==> config.mk <==
export PLATFORM = sky130hd
export DESIGN_NAME = dual_channel_lux_calculation
export DESIGN_NICKNAME = d
export VERILOG_FILES = /design/src/rtl/core/lcalc_pkg.sv /design/src/rtl/core/lcalc_scale.sv /design/src/rtl/core/lcalc_div_cell.sv /design/src/rtl/core/lcalc_lux_out.sv /design/src/rtl/core/dual_channel_lux_calculation.sv
export SDC_FILE = /design/constraint.sdc
export NUM_CORES = 2
export LEC_CHECK = 0
export ABC_AREA = 1
export BUFFER_PORTS_ARGS = -buffer_cell sky130_fd_sc_hd__buf_4
export CAP_MARGIN = 20
export CORE_UTILIZATION = 66
export DETAILED_ROUTE_END_ITERATION = 6
export PLACE_DENSITY = 0.87
export RECOVER_POWER = 50
export SYNTH_ARGS = -nofsm -noshare
export SYNTH_HDL_FRONTEND = slang
export SYNTH_SLANG_ARGS = --single-unit
==> constraint.sdc <==
create_clock -name clk_i -period 14.5 [get_ports clk_i]
set_input_delay 2.9 -clock clk_i [delete_from_list [all_inputs] [get_ports clk_i]]
set_output_delay 2.9 -clock clk_i [all_outputs]
set_load 0.01 [all_outputs]
==> src/rtl/core/lcalc_pkg.sv <==
// Shared types, constants and the ratio band lookup of the lux calculation.
// Used by every module under rtl/core; depends on nothing else.
package lcalc_pkg;

  localparam int unsigned LCALC_DIV_STEPS = 10;
  localparam int unsigned LCALC_LATENCY   = LCALC_DIV_STEPS + 4;

  localparam int unsigned SCALE_W = 19;
  localparam int unsigned C0_W    = 22;
  localparam int unsigned C1_W    = 21;
  localparam int unsigned REM_W   = 31;
  localparam int unsigned QUO_W   = LCALC_DIV_STEPS;
  localparam int unsigned SEL_W   = 3;
  localparam int unsigned COEF_W  = 10;
  localparam int unsigned PROD_W  = 32;
  localparam int unsigned LUX_W   = 18;
  localparam int unsigned BB_W    = 16;
  localparam int unsigned CFG_W   = 2;

  localparam int unsigned CHAN_SHIFT = 10;
  localparam int unsigned LUX_SHIFT  = 14;

  localparam logic [SCALE_W-1:0] SCALE_T0   = 19'h07517;
  localparam logic [SCALE_W-1:0] SCALE_T1   = 19'h00FE7;
  localparam logic [SCALE_W-1:0] SCALE_UNIT = 19'h00400;
  localparam logic [BB_W-1:0]    BB_LIMIT   = 16'd4900;
  localparam logic [LUX_W-1:0]   LUX_OVF    = 18'h3FFFF;
  localparam logic [PROD_W:0]    LUX_ROUND  = 33'h000002000;

  localparam logic [COEF_W-1:0] RATIO_EDGE [7] = '{
    10'h040, 10'h080, 10'h0C0, 10'h100, 10'h138, 10'h19A, 10'h29A
  };
  localparam logic [COEF_W-1:0] OFFSET_B [8] = '{
    10'h1F2, 10'h214, 10'h23F, 10'h270, 10'h16F, 10'h0D2, 10'h018, 10'h000
  };
  localparam logic [COEF_W-1:0] SLOPE_M [8] = '{
    10'h1BE, 10'h2D1, 10'h37B, 10'h3FE, 10'h1FC, 10'h0FB, 10'h012, 10'h000
  };

  typedef enum logic [0:0] {
    REG_GAIN_HIGH = 1'b0,
    REG_INT_TIME  = 1'b1
  } lcalc_reg_e;

  typedef enum logic [1:0] {
    TINT_SHORT  = 2'd0,
    TINT_MEDIUM = 2'd1,
    TINT_LONG   = 2'd2
  } lcalc_tint_e;

  typedef enum logic [1:0] {
    KIND_CALC = 2'd0,
    KIND_ZERO = 2'd1,
    KIND_OVF  = 2'd2
  } lcalc_kind_e;

  typedef struct packed {
    lcalc_kind_e        kind;
    logic [C0_W-1:0]    c0;
    logic [C1_W-1:0]    c1;
    logic [REM_W-1:0]   rem;
    logic [REM_W-1:0]   dvs;
    logic [QUO_W-1:0]   quo;
  } lcalc_div_t;

  // First band whose edge is not below the ratio; past the last edge use band 7.
  function automatic logic [SEL_W-1:0] lcalc_select(input logic [COEF_W-1:0] ratio);
    logic [SEL_W-1:0] sel;
    sel = SEL_W'(7);
    for (int i = 6; i >= 0; i--) begin
      if (ratio <= RATIO_EDGE[i]) begin
        sel = SEL_W'(i);
      end
    end
    return sel;
  endfunction

endpackage

==> src/rtl/core/lcalc_scale.sv <==
// Front stage: range checks and channel scaling by integration time and gain.
// Depends on lcalc_pkg; feeds the first divider cell.
module lcalc_scale (
  input  logic                            clk_i,
  input  logic                            rst_ni,
  input  logic                            req_i,
  input  logic [lcalc_pkg::BB_W-1:0]      broadband_count_i,
  input  logic [lcalc_pkg::BB_W-1:0]      infrared_count_i,
  input  logic                            gain_high_i,
  input  logic [lcalc_pkg::CFG_W-1:0]     integration_time_i,
  output logic                            valid_o,
  output lcalc_pkg::lcalc_div_t           data_o
);

  logic [lcalc_pkg::SCALE_W-1:0] base;
  logic [lcalc_pkg::SCALE_W-1:0] scale;
  logic [lcalc_pkg::PROD_W-1:0]  prod0;
  logic [lcalc_pkg::PROD_W-1:0]  prod1;
  lcalc_pkg::lcalc_kind_e        kind;
  logic                          valid_q;
  lcalc_pkg::lcalc_div_t         data_d;
  lcalc_pkg::lcalc_div_t         data_q;

  always_comb begin
    case (integration_time_i)
      lcalc_pkg::TINT_SHORT:  base = lcalc_pkg::SCALE_T0;
      lcalc_pkg::TINT_MEDIUM: base = lcalc_pkg::SCALE_T1;
      default:                base = lcalc_pkg::SCALE_UNIT;
    endcase
    scale = gain_high_i ? base : (base << 4);
  end

  always_comb begin
    if (infrared_count_i == '0) begin
      kind = lcalc_pkg::KIND_ZERO;
    end else if (({1'b0, infrared_count_i} << 1) <= {1'b0, broadband_count_i} &&
                 broadband_count_i <= lcalc_pkg::BB_LIMIT) begin
      kind = lcalc_pkg::KIND_CALC;
    end else begin
      kind = lcalc_pkg::KIND_OVF;
    end
  end

  // In range the broadband count fits 13 bits and infrared 12 bits.
  assign prod0 = lcalc_pkg::PROD_W'(broadband_count_i[12:0]) * lcalc_pkg::PROD_W'(scale);
  assign prod1 = lcalc_pkg::PROD_W'(infrared_count_i[11:0]) * lcalc_pkg::PROD_W'(scale);

  always_comb begin
    data_d.kind = kind;
    data_d.c0   = prod0[lcalc_pkg::CHAN_SHIFT +: lcalc_pkg::C0_W];
    data_d.c1   = prod1[lcalc_pkg::CHAN_SHIFT +: lcalc_pkg::C1_W];
    data_d.rem  = {data_d.c1, 10'b0};
    data_d.dvs  = {data_d.c0, 9'b0};
    data_d.quo  = '0;
  end

  always_ff @(posedge clk_i or negedge rst_ni) begin
    if (!rst_ni) begin
      valid_q <= 1'b0;
    end else begin
      valid_q <= req_i;
    end
  end

  always_ff @(posedge clk_i) begin
    if (req_i) begin
      data_q <= data_d;
    end
  end

  assign valid_o = valid_q;
  assign data_o  = data_q;

endmodule

==> src/rtl/core/lcalc_div_cell.sv <==
// One restoring division step of the ratio chain: compare, subtract, shift.
// Depends on lcalc_pkg; instantiated in a row by the top level.
module lcalc_div_cell (
  input  logic                  clk_i,
  input  logic                  rst_ni,
  input  logic                  valid_i,
  input  lcalc_pkg::lcalc_div_t data_i,
  output logic                  valid_o,
  output lcalc_pkg::lcalc_div_t data_o
);

  logic                  ge;
  logic                  valid_q;
  lcalc_pkg::lcalc_div_t data_d;
  lcalc_pkg::lcalc_div_t data_q;

  assign ge = (data_i.rem >= data_i.dvs);

  always_comb begin
    data_d      = data_i;
    data_d.rem  = ge ? (data_i.rem - data_i.dvs) : data_i.rem;
    data_d.quo  = {data_i.quo[lcalc_pkg::QUO_W-2:0], ge};
    // halve the divisor for the next quotient bit
    data_d.dvs  = data_i.dvs >> 1;
  end

  always_ff @(posedge clk_i or negedge rst_ni) begin
    if (!rst_ni) begin
      valid_q <= 1'b0;
    end else begin
      valid_q <= valid_i;
    end
  end

  always_ff @(posedge clk_i) begin
    if (valid_i) begin
      data_q <= data_d;
    end
  end

  assign valid_o = valid_q;
  assign data_o  = data_q;

endmodule

==> src/rtl/core/lcalc_lux_out.sv <==
// Tail stages: band select from the rounded ratio, coefficient products,
// clamp, rounding and output register. Depends on lcalc_pkg.
module lcalc_lux_out (
  input  logic                              clk_i,
  input  logic                              rst_ni,
  input  logic                              valid_i,
  input  lcalc_pkg::lcalc_div_t             data_i,
  output logic                              valid_o,
  output logic signed [lcalc_pkg::LUX_W-1:0] lux_o
);

  // band select stage
  logic [lcalc_pkg::QUO_W:0]    ratio_sum;
  logic                         sel_valid_q;
  lcalc_pkg::lcalc_kind_e       sel_kind_q;
  logic [lcalc_pkg::C0_W-1:0]   sel_c0_q;
  logic [lcalc_pkg::C1_W-1:0]   sel_c1_q;
  logic [lcalc_pkg::SEL_W-1:0]  sel_q;

  // product stage
  logic                         mul_valid_q;
  lcalc_pkg::lcalc_kind_e       mul_kind_q;
  logic [lcalc_pkg::PROD_W-1:0] pos_q;
  logic [lcalc_pkg::PROD_W-1:0] neg_q;

  // output stage
  logic [lcalc_pkg::PROD_W-1:0] diff;
  logic [lcalc_pkg::PROD_W:0]   rounded;
  logic [lcalc_pkg::LUX_W-1:0]  lux_d;
  logic [lcalc_pkg::LUX_W-1:0]  lux_q;
  logic                         out_valid_q;

  assign ratio_sum = {1'b0, data_i.quo} + (lcalc_pkg::QUO_W + 1)'(1);

  always_ff @(posedge clk_i or negedge rst_ni) begin
    if (!rst_ni) begin
      sel_valid_q <= 1'b0;
      mul_valid_q <= 1'b0;
      out_valid_q <= 1'b0;
    end else begin
      sel_valid_q <= valid_i;
      mul_valid_q <= sel_valid_q;
      out_valid_q <= mul_valid_q;
    end
  end

  always_ff @(posedge clk_i) begin
    if (valid_i) begin
      sel_kind_q <= data_i.kind;
      sel_c0_q   <= data_i.c0;
      sel_c1_q   <= data_i.c1;
      sel_q      <= lcalc_pkg::lcalc_select(ratio_sum[lcalc_pkg::QUO_W:1]);
    end
  end

  always_ff @(posedge clk_i) begin
    if (sel_valid_q) begin
      mul_kind_q <= sel_kind_q;
      pos_q <= lcalc_pkg::PROD_W'(sel_c0_q) * lcalc_pkg::PROD_W'(lcalc_pkg::OFFSET_B[sel_q]);
      neg_q <= lcalc_pkg::PROD_W'(sel_c1_q) * lcalc_pkg::PROD_W'(lcalc_pkg::SLOPE_M[sel_q]);
    end
  end

  always_comb begin
    // clamp a negative difference at zero before rounding
    diff    = (pos_q > neg_q) ? (pos_q - neg_q) : '0;
    rounded = {1'b0, diff} + lcalc_pkg::LUX_ROUND;
    case (mul_kind_q)
      lcalc_pkg::KIND_CALC: lux_d = {1'b0, rounded[lcalc_pkg::LUX_SHIFT +: lcalc_pkg::LUX_W-1]};
      lcalc_pkg::KIND_ZERO: lux_d = '0;
      default:              lux_d = lcalc_pkg::LUX_OVF;
    endcase
  end

  always_ff @(posedge clk_i) begin
    if (mul_valid_q) begin
      lux_q <= lux_d;
    end
  end

  assign valid_o = out_valid_q;
  assign lux_o   = lux_q;

endmodule

==> src/rtl/core/dual_channel_lux_calculation.sv <==
// Top level of the two-channel lux calculation: config registers, scaling
// stage, a row of division cells and the output stages. Depends on lcalc_pkg.
//
//   channel   signals                                       direction
//   request   start_i, busy_o, broadband_count_i,
//             infrared_count_i                              in (busy_o out)
//   result    lux_valid_o, lux_o                            out
//   config    cfg_we_i, cfg_idx_i, cfg_wdata_i              in
//
// One request is taken per cycle while busy_o is low; busy_o is high only in the cycle after reset.
// Each result passes one scaling stage, ten
// division cells (one quotient bit each) and three output stages.
// Reset clears all valid flags and sets gain_high = 0, integration_time = 1.
// The result strobe lasts one cycle; nothing downstream can stall the pipe.
module dual_channel_lux_calculation (
  input  logic                               clk_i,
  input  logic                               rst_ni,
  input  logic                               start_i,
  output logic                               busy_o,
  input  logic [lcalc_pkg::BB_W-1:0]         broadband_count_i,
  input  logic [lcalc_pkg::BB_W-1:0]         infrared_count_i,
  output logic                               lux_valid_o,
  output logic signed [lcalc_pkg::LUX_W-1:0] lux_o,
  input  logic                               cfg_we_i,
  input  lcalc_pkg::lcalc_reg_e              cfg_idx_i,
  input  logic [lcalc_pkg::CFG_W-1:0]        cfg_wdata_i
);

  logic                              busy_q;
  logic                              gain_high_q;
  logic [lcalc_pkg::CFG_W-1:0]       int_time_q;
  logic                              req;
  logic [lcalc_pkg::LCALC_DIV_STEPS:0] chain_valid;
  lcalc_pkg::lcalc_div_t             chain_data [lcalc_pkg::LCALC_DIV_STEPS+1];

  assign req    = start_i && !busy_q;
  assign busy_o = busy_q;

  always_ff @(posedge clk_i or negedge rst_ni) begin
    if (!rst_ni) begin
      busy_q      <= 1'b1;
      gain_high_q <= 1'b0;
      int_time_q  <= lcalc_pkg::TINT_MEDIUM;
    end else begin
      busy_q <= 1'b0;
      if (cfg_we_i) begin
        case (cfg_idx_i)
          lcalc_pkg::REG_GAIN_HIGH: gain_high_q <= cfg_wdata_i[0];
          lcalc_pkg::REG_INT_TIME:  int_time_q  <= cfg_wdata_i;
          default: ;
        endcase
      end
    end
  end

  lcalc_scale u_scale (
    .clk_i              (clk_i),
    .rst_ni             (rst_ni),
    .req_i              (req),
    .broadband_count_i  (broadband_count_i),
    .infrared_count_i   (infrared_count_i),
    .gain_high_i        (gain_high_q),
    .integration_time_i (int_time_q),
    .valid_o            (chain_valid[0]),
    .data_o             (chain_data[0])
  );

  for (genvar g = 0; g < lcalc_pkg::LCALC_DIV_STEPS; g++) begin : g_div
    lcalc_div_cell u_cell (
      .clk_i   (clk_i),
      .rst_ni  (rst_ni),
      .valid_i (chain_valid[g]),
      .data_i  (chain_data[g]),
      .valid_o (chain_valid[g+1]),
      .data_o  (chain_data[g+1])
    );
  end

  lcalc_lux_out u_out (
    .clk_i   (clk_i),
    .rst_ni  (rst_ni),
    .valid_i (chain_valid[lcalc_pkg::LCALC_DIV_STEPS]),
    .data_i  (chain_data[lcalc_pkg::LCALC_DIV_STEPS]),
    .valid_o (lux_valid_o),
    .lux_o   (lux_o)
  );

endmodule

==> impl_metrics.env <==
export IMPL_maxSlewViolCount=555
export IMPL_num_rows=121
export IMPL_grtUsageMet2=0.556
export IMPL_grt_pass1_wl_um=290000
export IMPL_initialDrtViolationCount=5003
export IMPL_power_density_nw_per_um2=189
export IMPL_fp_dieW_um=335
export IMPL_root_buffer="clkbuf_16"
export IMPL_setup_tns_ns=0
export IMPL_ir_drop_mv=0.146
export IMPL_period_needed_ns=7.62
export IMPL_overflow=0
export IMPL_cp_arrival_ns=8.05
export IMPL_place_gp_congestion=1.01
export IMPL_grt_pass1_vias=55100
export IMPL_route_vias_total=53900
export IMPL_synthSimpleGateAreaFrac=0.139
export IMPL_dpl_cell_area_um2=75300
export IMPL_clock_skew_ns=0.0295
export IMPL_syn_inst=7706
export IMPL_final_cell_area_um2=78500
export IMPL_hold_viol=0
export IMPL_wirelength_um=182000
export IMPL_htreeDepth=3
export IMPL_grt_busiest_layer="met2"
export IMPL_met1_usage=0.422
export IMPL_finalSetupViolCount=0
export IMPL_async_reset_ff_frac=0.0193
export IMPL_clock_sinks=933
export IMPL_final_nets=9051
export IMPL_dieArea_um2=112000
export IMPL_cts_clk_slew_worst_paths_ns=0.06
export IMPL_synth_common_cells="inv_1 (1582), nand2_1 (1328), edfxtp_1 (915)"
export IMPL_critPathCaptureType="flip-flop"
export IMPL_max_freq_mhz=131
export IMPL_holdWs_ns=0.412
export IMPL_synth_enable_flop_cells=915
export IMPL_min_from="g_div[5].u_cell.data_o[78]"
export IMPL_pin_count=59
export IMPL_reg2reg_slack_ns=7.36
export IMPL_num_fill_cells=7686
export IMPL_clk_path_buf_depth=3
export IMPL_syn_nets=8967
export IMPL_synth_area_um2=73200
export IMPL_synthAdderAreaFrac=0.275
export IMPL_avgSynthCellArea_um2=9.49
export IMPL_cp_startpoint="broadband_count_i[3]"
export IMPL_cts_buffers=96
export IMPL_start_kind="primary input"
export IMPL_ant_nets=0
export IMPL_ys_seq_area_frac=0.382
export IMPL_io_buffer_count=58
export IMPL_ys_ff_latch=933
export IMPL_synthMuxAreaShare=0.000154
export IMPL_dp_hpwl_um=144000
export IMPL_worstReg2RegStart="u_out.sel_q[1]"
export IMPL_core_area_um2=109000
export IMPL_syn_to_final_growth_pct=7.32
export IMPL_holdBufCountCts=0
export IMPL_clkLatencyLatePin_ns=0.69
export IMPL_cts_tree="built"
export IMPL_route_detailed_drc=1
export IMPL_fin_crit_sh=0.526
export IMPL_grt_max_degree=86
export IMPL_crit_fanout=8
export IMPL_die_h_um=335
export IMPL_cts_setup_buffers=0
export IMPL_rsz0062_at_grt="no"
export IMPL_yosysMostFrequentCell="inv_1"
export IMPL_worst_slew_pin_transition_ns=4.69
export IMPL_maxCapViolCount=8
export IMPL_wl_per_cell_um=19.5
export IMPL_viasPerCell=5.77
export IMPL_status="finished, violations left"
export IMPL_synth_compound_area_frac=0.0767
export IMPL_ys_top_cells_by_area="edfxtp_1 (38%), fa_1 (18%), ha_1 (9.8%), inv_1 (8.1%), nand2_1 (6.8%)"
export IMPL_leakage_nw=36.4
export IMPL_synth_top_area_share=0.376
export IMPL_drt_first_pass_iters=7
export IMPL_relSlewSlack=-2.12
export IMPL_synth_area_leader_cell="edfxtp_1"
export IMPL_cp_required_ns=14.93
export IMPL_violations="DRC, capacitance limit, slew limit"
export IMPL_grtUsageMet3=0.0500
export IMPL_critical_path_class="primary input to flip-flop"
export IMPL_antenna_cells=0
export IMPL_ys_flop_type="edfxtp_1"
export IMPL_grt_total_usage=0.332
export IMPL_synth_top_family_by_area="adder cells"
export IMPL_yosys_warnings=0
export IMPL_synth_distinct_cells=67
export IMPL_initial_core_util=0.669
export IMPL_cts_resized=0
export IMPL_synth_xor_area_frac=0.0378
export IMPL_min_path_type="flip-flop to flip-flop"
export IMPL_antenna_found_initial=3
export IMPL_drive_gt1_frac=0.0422
-- through the flow --
step | std cells | setup WS [ns] | util | total power (W)
floorplan | 7706 | 6.75 | - | 0.00998
global placement | 9165 | 6.24 | 0.689 | 0.0119
detailed placement | 9166 | 6.23 | 0.689 | 0.0121
CTS | 9344 | 6.94 | 0.718 | 0.0147
global route | 9346 | 6.57 | 0.718 | 0.0160
finish | 9346 | 6.88 | 0.718 | 0.0148
-- kinds of logic after synthesis --
family,after synthesis
simple gates,2497
xor+xnor,316
flops,933
buf+inv,1723
fa+ha+maj,1222
other cells,1
mux,1
compound gates,1013
-- cells in the final DEF, fill, tap and decap left out, types with 6 or more instances in the layout --
cell        instances
clkbuf_1           18
nor4_1             22
xnor2_1           145
a21boi_0           17
bufinv_16           9
a21oi_1           437
nor2_1            750
nor2_2             16
nor3_1             82
o211ai_1           18
dfrtp_1             9
nand4_1            54
ha_1              575
dfrtp_2             7
xor2_1            171
buf_4              90
o21ai_1            27
clkinv_2           13
inv_1            1582
a211oi_1           11
clkinvlp_4         12
nand3_1           182
o21a_1             28
clkbuf_16          97
or2_2              12
nand3b_1           12
o221ai_1           14
o21bai_1           28
clkinv_1           26
fa_1              647
inv_6               6
o31ai_1             7
nand2_2             7
o21ai_0           336
edfxtp_1          915
inv_2              16
nand2_1          1328
a31oi_1            37
a21o_1             25
-- final timing paths --
kind,cells after the start,end
max,22,u_scale.data_o[40]
min in group asynchronous,1,u_scale.valid_o
max in group asynchronous,1,g_div[3].u_cell.valid_o
min,0,g_div[6].u_cell.data_o[78]
min reg2reg,0,g_div[6].u_cell.data_o[78]
max reg2reg,23,u_out.pos_q[24]
-- final cells by class --
| cell class | count | area (um2) | area share |
|---|---|---|---|
| inverters | 1609 | 6040 | 0.0769 |
| repair buffers | 100 | 738 | 0.00940 |
| flip-flops and latches | 933 | 27900 | 0.356 |
| multi-input cells | 5050 | 38700 | 0.493 |
| clock inverters | 66 | 686 | 0.00873 |
| clock buffers | 112 | 2530 | 0.0323 |
| well taps | 1476 | 1850 | 0.0235 |
-- state kept, by name (all words and copies together), names as in the netlist, 2 cells and up --
signal,count
u_out.mul_kind_q,2
g_div.u_cell.data_o,739
u_out.sel_c1_q,21
u_out.sel_q,3
u_out.sel_c0_q,22
g_div.u_cell.valid_o,10
u_out.lux_o,18
u_scale.data_o,45
int_time_q,2
u_out.sel_kind_q,2
u_out.pos_q,32
u_out.neg_q,31
-- per-layer routing --
metal,part of all wire,vias up
met1,0.38,25700
met5,0.00013,-
met3,0.082,670
li1,-,24900
met2,0.48,2594
met4,0.059,4
-- worst max-delay path, stage by stage --
cell	delay, ns
buf_4	0.12
clkinv_1	0.29
nor2_1	0.28
inv_1	0.09
fa_1	0.48
inv_1	0.05
fa_1	0.46
fa_1	0.51
fa_1	0.54
inv_1	0.05
fa_1	0.49
inv_1	0.05
ha_1	0.33
a21oi_1	0.17
o21ai_0	0.10
a21oi_1	0.11
o21ai_1	0.12
a31oi_1	0.41
o211ai_1	0.21
nand2_1	0.09
nand2_1	0.06
xor2_1	0.14
-- power by group --
group	switching [W]	total (W)	leakage (nW)	internal [W]
clock	0.00111	0.00254	1.54	0.00143
sequential	0.000258	0.00392	8.76	0.00366
combinational	0.00535	0.00836	26.1	0.00301
Note: power is estimated with default switching activity, not from simulation.
